--- src/rwf_pkg.sv ---
// ----------------------------------------------------------------------------
// Replay window filter package
// Shared constants and types for the anti-replay sliding window filter.
// ----------------------------------------------------------------------------
package rwf_pkg;

   // Width of a sequence number.
   localparam int SEQ_W = 16;

   // Number of sequence numbers tracked behind and including the right edge.
   localparam int WINDOW_SIZE = 32;

   // Bits needed to index one position in the window.
   localparam int DIST_W = $clog2(WINDOW_SIZE);

   // Check request handed from the input stage to the window unit.
   typedef struct packed {
      logic             fire;
      logic             func;
      logic [SEQ_W-1:0] sequence_number;
   } win_req_type;

endpackage

--- src/rwf_window.sv ---
// ----------------------------------------------------------------------------
// Replay window state and verdict
// Holds the right edge and the seen bitmap, judges one sequence number per
// cycle and records it when asked to.
// ----------------------------------------------------------------------------
module rwf_window (
   input  logic                clock,
   input  logic                reset,
   input  rwf_pkg::win_req_type win_req,
   output logic                accepted
);
   import rwf_pkg::*;

   logic [SEQ_W-1:0]       right_edge_ff;
   logic [SEQ_W-1:0]       right_edge_in;
   logic [WINDOW_SIZE-1:0] seen_bitmap_ff;
   logic [WINDOW_SIZE-1:0] seen_bitmap_in;

   logic              ahead;
   logic [SEQ_W-1:0]  back_dist;
   logic [SEQ_W-1:0]  fwd_dist;
   logic              back_in_window;
   logic              fwd_in_window;
   logic [DIST_W-1:0] back_idx;
   logic [DIST_W-1:0] fwd_shift;
   logic              record;

   // Distances to the right edge in both directions.
   assign ahead          = win_req.sequence_number > right_edge_ff;
   assign back_dist      = right_edge_ff - win_req.sequence_number;
   assign fwd_dist       = win_req.sequence_number - right_edge_ff;
   assign back_in_window = back_dist < SEQ_W'(WINDOW_SIZE);
   assign fwd_in_window  = fwd_dist < SEQ_W'(WINDOW_SIZE);
   assign back_idx       = back_dist[DIST_W-1:0];
   assign fwd_shift      = fwd_dist[DIST_W-1:0];

   // A number beyond the edge is fresh; one inside the window is fresh when
   // its bit is clear; anything older than the window is rejected.
   assign accepted = ahead || (back_in_window && !seen_bitmap_ff[back_idx]);
   assign record   = win_req.fire && win_req.func && accepted;

   // Next state: slide the window forward, or mark a number inside it.
   always_comb begin
      right_edge_in  = right_edge_ff;
      seen_bitmap_in = seen_bitmap_ff;
      if (record) begin
         if (ahead) begin
            seen_bitmap_in = (fwd_in_window ? (seen_bitmap_ff << fwd_shift) : '0)
                             | WINDOW_SIZE'(1);
            right_edge_in  = win_req.sequence_number;
         end else begin
            seen_bitmap_in = seen_bitmap_ff | (WINDOW_SIZE'(1) << back_idx);
         end
      end
   end

   // Window state registers.
   always_ff @(posedge clock) begin
      if (reset) begin
         right_edge_ff  <= '0;
         seen_bitmap_ff <= WINDOW_SIZE'(1);
      end else begin
         right_edge_ff  <= right_edge_in;
         seen_bitmap_ff <= seen_bitmap_in;
      end
   end

`ifndef SYNTH
   // The edge itself is always marked as seen.
   a_edge_marked: assert property (@(posedge clock) disable iff (reset)
      seen_bitmap_ff[0])
      else $error("right edge not marked in seen bitmap");

   // A check-only transfer never changes the window.
   a_check_only_stable: assert property (@(posedge clock) disable iff (reset)
      (win_req.fire && !win_req.func) |=>
         ($stable(right_edge_ff) && $stable(seen_bitmap_ff)))
      else $error("check-only transfer altered window state");

   // A recorded number beyond the edge becomes the new edge.
   a_edge_advance: assert property (@(posedge clock) disable iff (reset)
      (record && ahead) |=> (right_edge_ff == $past(win_req.sequence_number)))
      else $error("right edge did not advance to recorded number");

   // The edge never moves backwards.
   a_edge_monotonic: assert property (@(posedge clock) disable iff (reset)
      !reset |=> (right_edge_ff >= $past(right_edge_ff)) || $past(reset))
      else $error("right edge moved backwards");
`endif

endmodule

--- src/replay_window_filter_top.sv ---
// ----------------------------------------------------------------------------
// Replay window filter
// Anti-replay sliding window over 16-bit sequence numbers with a 32-entry
// seen bitmap; one verdict per request.
//
//   channel  direction  ports
//   req      in         req_valid, req_ready, req_func, req_sequence_number
//   rsp      out        rsp_valid, rsp_ready, rsp_accepted
//
// A request is taken into an input register, judged against the window once
// the result register is free and its verdict loaded into the result register;
// one request is taken every cycle while the result is not stalled.
// Reset returns the edge to zero with only bit zero of the bitmap set.
// A stalled result holds both registers; the input register still takes a
// request while it is empty.
// ----------------------------------------------------------------------------
module replay_window_filter_top (
   input  logic                      clock,
   input  logic                      reset,
   input  logic                      req_valid,
   output logic                      req_ready,
   input  logic                      req_func,
   input  logic [rwf_pkg::SEQ_W-1:0] req_sequence_number,
   output logic                      rsp_valid,
   input  logic                      rsp_ready,
   output logic                      rsp_accepted
);
   import rwf_pkg::*;

   logic             in_valid_ff;
   logic             in_valid_in;
   logic             in_func_ff;
   logic [SEQ_W-1:0] in_seq_ff;
   logic             rsp_valid_ff;
   logic             rsp_valid_in;
   logic             rsp_accepted_ff;
   logic             advance;
   logic             req_xfer;
   logic             verdict;
   win_req_type      win_req;

   // Stage handshakes: the input register moves on when the result register
   // is empty or its transfer completes this cycle.
   assign advance   = in_valid_ff && (!rsp_valid_ff || rsp_ready);
   assign req_ready = !in_valid_ff || advance;
   assign req_xfer  = req_valid && req_ready;

   assign in_valid_in  = req_xfer || (in_valid_ff && !advance);
   assign rsp_valid_in = advance || (rsp_valid_ff && !rsp_ready);

   // Window unit sees the registered request.
   assign win_req.fire            = advance;
   assign win_req.func            = in_func_ff;
   assign win_req.sequence_number = in_seq_ff;

   rwf_window u_window (
      .clock    (clock),
      .reset    (reset),
      .win_req  (win_req),
      .accepted (verdict)
   );

   // Valid flags of both stages.
   always_ff @(posedge clock) begin
      if (reset) begin
         in_valid_ff  <= 1'b0;
         rsp_valid_ff <= 1'b0;
      end else begin
         in_valid_ff  <= in_valid_in;
         rsp_valid_ff <= rsp_valid_in;
      end
   end

   // Payload registers.
   always_ff @(posedge clock) begin
      if (req_xfer) begin
         in_func_ff <= req_func;
         in_seq_ff  <= req_sequence_number;
      end
      if (advance) begin
         rsp_accepted_ff <= verdict;
      end
   end

   assign rsp_valid    = rsp_valid_ff;
   assign rsp_accepted = rsp_accepted_ff;

`ifndef SYNTH
   // An accepted request always lands in the input register.
   a_req_captured: assert property (@(posedge clock) disable iff (reset)
      req_xfer |=> in_valid_ff)
      else $error("accepted request not captured");

   // A judged request always produces a pending result.
   a_verdict_loaded: assert property (@(posedge clock) disable iff (reset)
      advance |=> rsp_valid_ff)
      else $error("judged request produced no result");

   // The input register always moves on while the result side is free.
   a_no_bubble: assert property (@(posedge clock) disable iff (reset)
      (in_valid_ff && !rsp_valid_ff) |-> advance)
      else $error("input register stalled with free result register");
`endif

endmodule
--- config.mk ---
export PLATFORM = sky130hd
export DESIGN_NAME = replay_window_filter_top
export DESIGN_NICKNAME = d
export VERILOG_FILES = /design/src/rwf_pkg.sv /design/src/rwf_window.sv /design/src/replay_window_filter_top.sv
export SDC_FILE = /design/constraint.sdc
export NUM_CORES = 1
export LEC_CHECK = 0
export ABC_AREA = 0
export BUFFER_PORTS_ARGS = -buffer_cell sky130_fd_sc_hd__buf_2
export CORE_ASPECT_RATIO = 1.1
export CORE_MARGIN = 4
export CORE_UTILIZATION = 40
export CTS_CLUSTER_SIZE = 28
export DETAILED_ROUTE_END_ITERATION = 8
export PLACE_DENSITY_LB_ADDON = 0.12
export SYNTH_ARGS = -nofsm -noshare
export SYNTH_HDL_FRONTEND = slang
export SYNTH_SLANG_ARGS = --single-unit
--- constraint.sdc ---
create_clock -name clock -period 4.65 [get_ports clock]
set_input_delay 0.6975 -clock clock [delete_from_list [all_inputs] [get_ports clock]]
set_output_delay 0.6975 -clock clock [all_outputs]
set_load 0.1 [all_outputs]
==> qor.yml, run 1 <==
status: "finished clean"
synthArstFlopShare_pct: 0
antenna_found_initial: 0
fp.dieH_um: 141.3
dpl.hpwl_um: 15260
wl_met3_um: 1050
synth_seq_area_share_pct: 23.84
slew-limit-headroom_pct: 3.197
via_count: 6105
drtIter0Drc: 659
final_util_pct: 44.61
nets: 829
fmax_ghz: 0.2340
finalSetupViolCount: 0
die_x_um: 129.2
cts_buffers: 9
yosysTopAreaCellShare_pct: 15.48
crit_fanout: 14
netlist_instances: 777
rows: 48
synth_top_area_cell: "dfxtp_1"
critPathCaptureType: "flop"
diodes: 0
vias_per_cell: 6.230
core_area_um2: 15800
cts_root_buf: "clkbuf_16"
rsz0062_at_grt: "false"
syn_area_per_cell_um2: 8.320
ys_seq_elements: 68
ff2ff_path_depth: 11
power_density_nw_per_um2: 273.1
wl_per_cell_um: 20.74
synth_ff_type: "dfxtp_1"
clk_latency_ns: 0.35
period_share_pct: 91.91
yosysUniqueCellTypes: 71
htreeDepth: 3
dr_wl_met2_um: 10100
drv_slew: 0
grt_pass1_vias: 6075
crit_family: "compound AO/OA/AOI/OAI gates"
tightest_slew_ns: 1.442
drc_errors: 0
worst_slack_ns: 0.3761
design_area_um2: 7047
wirelength_um: 20330
placed_area_um2: 6736
drtPass1Iterations: 5
grt_max_degree: 34
track_usage_pct: 22.65
place.gp.congestion: 0.9316
hold_path.class: "flop to flop"
path_buf_inv: 2
max-cap-violations: 0
peakVddDrop_mv: 0.1471
slowest_delay_ns: 0.87
area_delta_synth_final_pct: 8.999
synth_edf_count: 18
r2r-start: "in_seq_ff[3]"
ant_nets: 0
critical_path_class: "flop to flop"
hold_path.startpoint: "u_window.right_edge_ff[15]"
finClkSkew_ns: 0.01152
ioPinCount: 24
synthTopCellsByArea: "dfxtp_1 (15%), mux4_2 (10%), edfxtp_1 (8.4%), ha_1 (6.0%), nand2_1 (5.6%)"
worst_ep_arrival_time_ns: 4.54
num-fill-cells: 1578
die_area_um2: 18260
hold_depth: 2
cts.clk_slew.worst_paths_ns: 0.06
pre_cts_slack_ns: 0.3320
critPathSlowestCell: "a2111oi_1"
io_buffers: 23
routed.top_layer: "met4"
grt_first_pass_wirelength_um: 32540
grt_overflow: 0
path_depth: 11
cts_buffer_depth: 2
ctsHoldBuffers: 0
startpoint_type: "flop"
layout-drive-gt1-share_pct: 16.03
finalCriticalPeriod_ns: 4.274
crit_required_ns: 4.92
min_to: "u_window.right_edge_ff[15]"
synth_fp_nets: 831
r2r_end: "u_window.seen_bitmap_ff[28]"
met1_length_um: 8382
hold_viol: 0
worstPathCellList: "inv_1, ha_1, and3_1, a211oi_1, nand2_1, a2111oi_0, o21ai_1, a2111oi_1, buf_4, o21bai_1, a211oi_2"
cts_sinks: 68
tns_ns: 0
synthesis.area_um2: 6465
reg2reg_setup_slack_ns: 0.38
initial_core_util_pct: 40.93
cts_tree: "built"
power.leakage_nw: 2.683
yosysWarnings: 0
[timing repair]
action | in CTS | in global routing
setup buffers | 0 | 0
endpoints found under the setup margin | 0 | 1
endpoints found under the hold margin | 0 | 0
gates resized for setup | 0 | 1
[synth_stat cells, types with 6 or more instances]
library cell / count
a2111oi_0: 8
a211oi_1: 11
a21o_1: 9
a21oi_1: 65
a31oi_1: 9
and2_1: 7
and3_1: 7
buf_1: 10
buf_2: 10
clkbuf_1: 30
dfxtp_1: 50
edfxtp_1: 18
ha_1: 31
inv_1: 47
mux2_2: 8
mux2i_1: 33
mux4_2: 29
nand2_1: 96
nand2b_1: 7
nand3_1: 24
nand4_1: 7
nor2_1: 55
nor2b_1: 16
nor3_1: 20
nor4_1: 8
o211ai_1: 14
o21ai_0: 33
o21ba_2: 6
o21bai_1: 10
o2bb2a_1: 7
xnor2_1: 15
xor2_1: 9
[worst max-delay path by stage]
stage                                             end    startpoint  slack (ns)
final                     u_window.seen_bitmap_ff[28]  in_seq_ff[3]        0.38
after global routing      u_window.seen_bitmap_ff[28]  in_seq_ff[3]        0.14
after CTS                 u_window.seen_bitmap_ff[28]  in_seq_ff[3]        0.30
after detailed placement  u_window.seen_bitmap_ff[28]  in_seq_ff[0]        0.33
after global placement    u_window.seen_bitmap_ff[28]  in_seq_ff[0]        0.30
after floorplan           u_window.seen_bitmap_ff[10]  in_seq_ff[0]        1.00
[where the power goes]
part | internal (W) | switching, W | total, W
Combinational | 0.000202 | 0.000369 | 0.000571
Clock | 0.000429 | 0.000281 | 0.000710
Sequential | 0.000627 | 0.0000164 | 0.000644
[area by class of cell]
type / count / area [um2] / area share [%]
clock inverter: 6 / 62.56 / 0.8878
tap: 200 / 250.2 / 3.551
sequential: 68 / 1541 / 21.88
timing repair buffer: 44 / 272.8 / 3.871
inverter: 47 / 176.4 / 2.504
multi-input combinational: 605 / 4504 / 63.92
clock buffer: 10 / 239.0 / 3.391
[cell usage in the layout (no fill, tap or decap), types with 8 or more instances in the layout]
cell type	count
a211oi_1	11
a21o_1	9
a21oi_1	65
a31oi_1	9
buf_2	23
buf_4	21
clkbuf_16	9
dfxtp_1	50
edfxtp_1	18
ha_1	30
inv_1	47
mux2_2	8
mux2i_1	33
mux4_2	29
nand2_1	96
nand3_1	24
nor2_1	55
nor2b_1	16
nor3_1	20
nor4_1	8
o211ai_1	14
o21ai_0	33
o21bai_1	10
xnor2_1	15
[registers in the layout, summed over array words and instances (netlist names)]
| name | cells |
|---|---|
| u_window.seen_bitmap_ff | 32 |
| in_seq_ff | 16 |
| u_window.right_edge_ff | 16 |
| in_func_ff | 1 |
| in_valid_ff | 1 |
| rsp_accepted | 1 |
| rsp_valid | 1 |
[metrics by stage]
step / std cells / hold slack (ns) / total power (W)
2_1_floorplan: 777 / 0.4363 / 0.001063
3_3_place_gp: 964 / 0.4478 / 0.001213
3_5_place_dp: 964 / 0.4544 / 0.001217
4_1_cts: 980 / 0.4626 / 0.001933
5_1_grt: 980 / 0.4809 / 0.002017
6_report: 980 / 0.4660 / 0.001925
[metal layers]
layer | track usage (%) | vias to the layer above
met1 | 28.56 | 2978
met4 | 10.17 | 0
met3 | 3.502 | 56
met2 | 38.05 | 233
li1 | - | 2838
met5 | 0 | -
[worst min-delay path: stages, from the launching register on]
cell,delay [ns]
dfxtp_1,0.31
nand2_1,0.05
a21oi_1,0.06
[logic make-up after synthesis]
| kind of cell | after synthesis | synth area share (%) |
|---|---|---|
| AO/OA/AOI/OAI | 215 | 23.01 |
| XOR/XNOR | 24 | 3.252 |
| adder cells (fa/ha/maj) | 33 | 6.619 |
| buffers and inverters | 104 | 6.890 |
| flip-flops | 68 | 23.84 |
| multiplexers | 71 | 16.84 |
| AND/OR/NAND/NOR | 262 | 19.55 |
No activity file was read; power rests on OpenSTA's default activity.
==> run 2, diff against run 1 <==
Settings changed: CORE_MARGIN 4 to 1.
==> run 2 against run 1 <==
Cell count is 0.10% lower. Largest cell class unchanged. Sequential power is essentially flat. Critical endpoint unchanged. Highest routed layer unchanged. Critical path type unchanged. Hold slack gained 0.0038 ns. Register-to-register slack lost 0.04 ns. Setup slack worse by 0.042 ns. Non-clock buffer count shrank 1.
==> qor.yml, run 2 (same netlist as run 1, synthesis figures left out) <==
grt_overflow: 0
hold_path.class: "flop to flop"
layout-drive-gt1-share_pct: 15.79
rows: 48
die_area_um2: 16680
power_density_nw_per_um2: 271.6
post_cts_resized: 0
critPathSlowestCell: "a2111oi_0"
track_usage_pct: 25.28
power.leakage_nw: 2.677
placed_area_um2: 6729
largest_reg_flops: 32
htreeDepth: 3
core_area_um2: 15740
via_count: 6103
period_share_pct: 92.82
grt_pass1_vias: 5978
vias_per_cell: 6.234
critical_path_class: "flop to flop"
crit_required_ns: 4.92
cts_root_buf: "clkbuf_16"
wirelength_um: 20260
ioPinCount: 24
startpoint_type: "flop"
area_delta_synth_final_pct: 8.632
area.sequential_um2: 1541
grt_max_degree: 34
ctsHoldBuffers: 0
finalSetupViolCount: 0
initial_core_util_pct: 41.09
max-cap-violations: 0
worstPathCellList: "inv_1, ha_2, fa_1, nor2b_2, o31ai_4, a211o_1, nand2_1, mux2i_1, or4_1, a2111oi_0, buf_4, o21bai_1, a211oi_2"
postCtsSetupRepairBufs: 0
finClkSkew_ns: 0.01070
cts_sinks: 68
diodes: 0
drtPass1Iterations: 5
worst_slack_ns: 0.3340
slowest_delay_ns: 0.90
cts_buffers: 9
drc_errors: 0
peakVddDrop_mv: 0.1887
cts_tree: "built"
drv_slew: 0
finalCriticalPeriod_ns: 4.316
largest_register: "u_window.seen_bitmap_ff"
status: "finished clean"
nets: 828
hold_viol: 0
largest_registers: "u_window.seen_bitmap_ff: 32 flops, in_seq_ff: 16 flops, u_window.right_edge_ff: 16 flops"
cts_buffer_depth: 2
die_x_um: 123.2
drtIter0Drc: 501
cts.clk_slew.worst_paths_ns: 0.06
fmax_ghz: 0.2317
fp.dieH_um: 135.3
io_buffers: 23
multi_input_area_um2: 4496
clk_latency_ns: 0.34
slew-limit-headroom_pct: 11.55
grt_first_pass_wirelength_um: 31880
tns_ns: 0
antenna_found_initial: 0
final_common_cell: "nand2_1"
worst_ep_arrival_time_ns: 4.58
place.gp.congestion: 0.9155
design_area_um2: 7023
crit_fanout: 17
tightest_slew_ns: 1.327
ant_nets: 0
dpl.hpwl_um: 15230
critPathCaptureType: "flop"
num-fill-cells: 1600
layout_common_cells: "nand2_1 (96), a21oi_1 (65), nor2_1 (55), dfxtp_1 (50), inv_1 (47)"
pre_cts_slack_ns: 0.4344
rsz0062_at_grt: "false"
power_w: 0.001908
wl_per_cell_um: 20.69
-- run 2: worst paths after layout --
path / start / slack (ns) / end / depth (start not counted)
worst max-delay path: in_seq_ff[0] / 0.33 / u_window.seen_bitmap_ff[28] / 13
worst min-delay path: u_window.right_edge_ff[7] / 0.47 / u_window.right_edge_ff[7] / 2
worst max register to register: in_seq_ff[0] / 0.33 / u_window.seen_bitmap_ff[28] / 13
worst min register to register: u_window.right_edge_ff[7] / 0.47 / u_window.right_edge_ff[7] / 2
-- run 2: stage by stage --
| stage | hold slack [ns] | utilization, % | cells |
|---|---|---|---|
| after detailed placement | 0.4678 | 42.76 | 963 |
| final | 0.4698 | 44.63 | 979 |
| after global placement | 0.4430 | 42.76 | 963 |
| after floorplan | 0.4363 | - | 777 |
| after CTS | 0.4761 | 44.63 | 979 |
| after global routing | 0.4995 | 44.63 | 979 |
-- run 2: metal layers --
metal  wire [um]  global-route usage (%)
met1        8233                   30.93
met2        9662                   40.88
met3        1268                   5.008
met4        1091                   14.93
met5           0                       0
-- run 2: area by class of cell --
class,count,share of cell area (%)
multi-input combinational,605,64.01
sequential,68,21.95
timing repair buffer,43,3.777
tap,200,3.563
clock buffer,11,3.456
inverter,47,2.512
clock inverter,5,0.7304
-- run 2: power by group --
part	switching, W	internal (W)
Combinational	0.000367	0.000201
Clock	0.000269	0.000426
Sequential	0.0000166	0.000628
Total	0.000652	0.00126
-- run 2: worst max-delay path, delay by kind of cell, from the launching register on --
kind	cells	cell delay, ns
AND/OR/NAND/NOR	3	1.20
flip-flops	1	0.37
adder cells (fa/ha/maj)	2	0.67
multiplexers	1	0.09
buffers and inverters	2	0.30
AO/OA/AOI/OAI	5	1.58
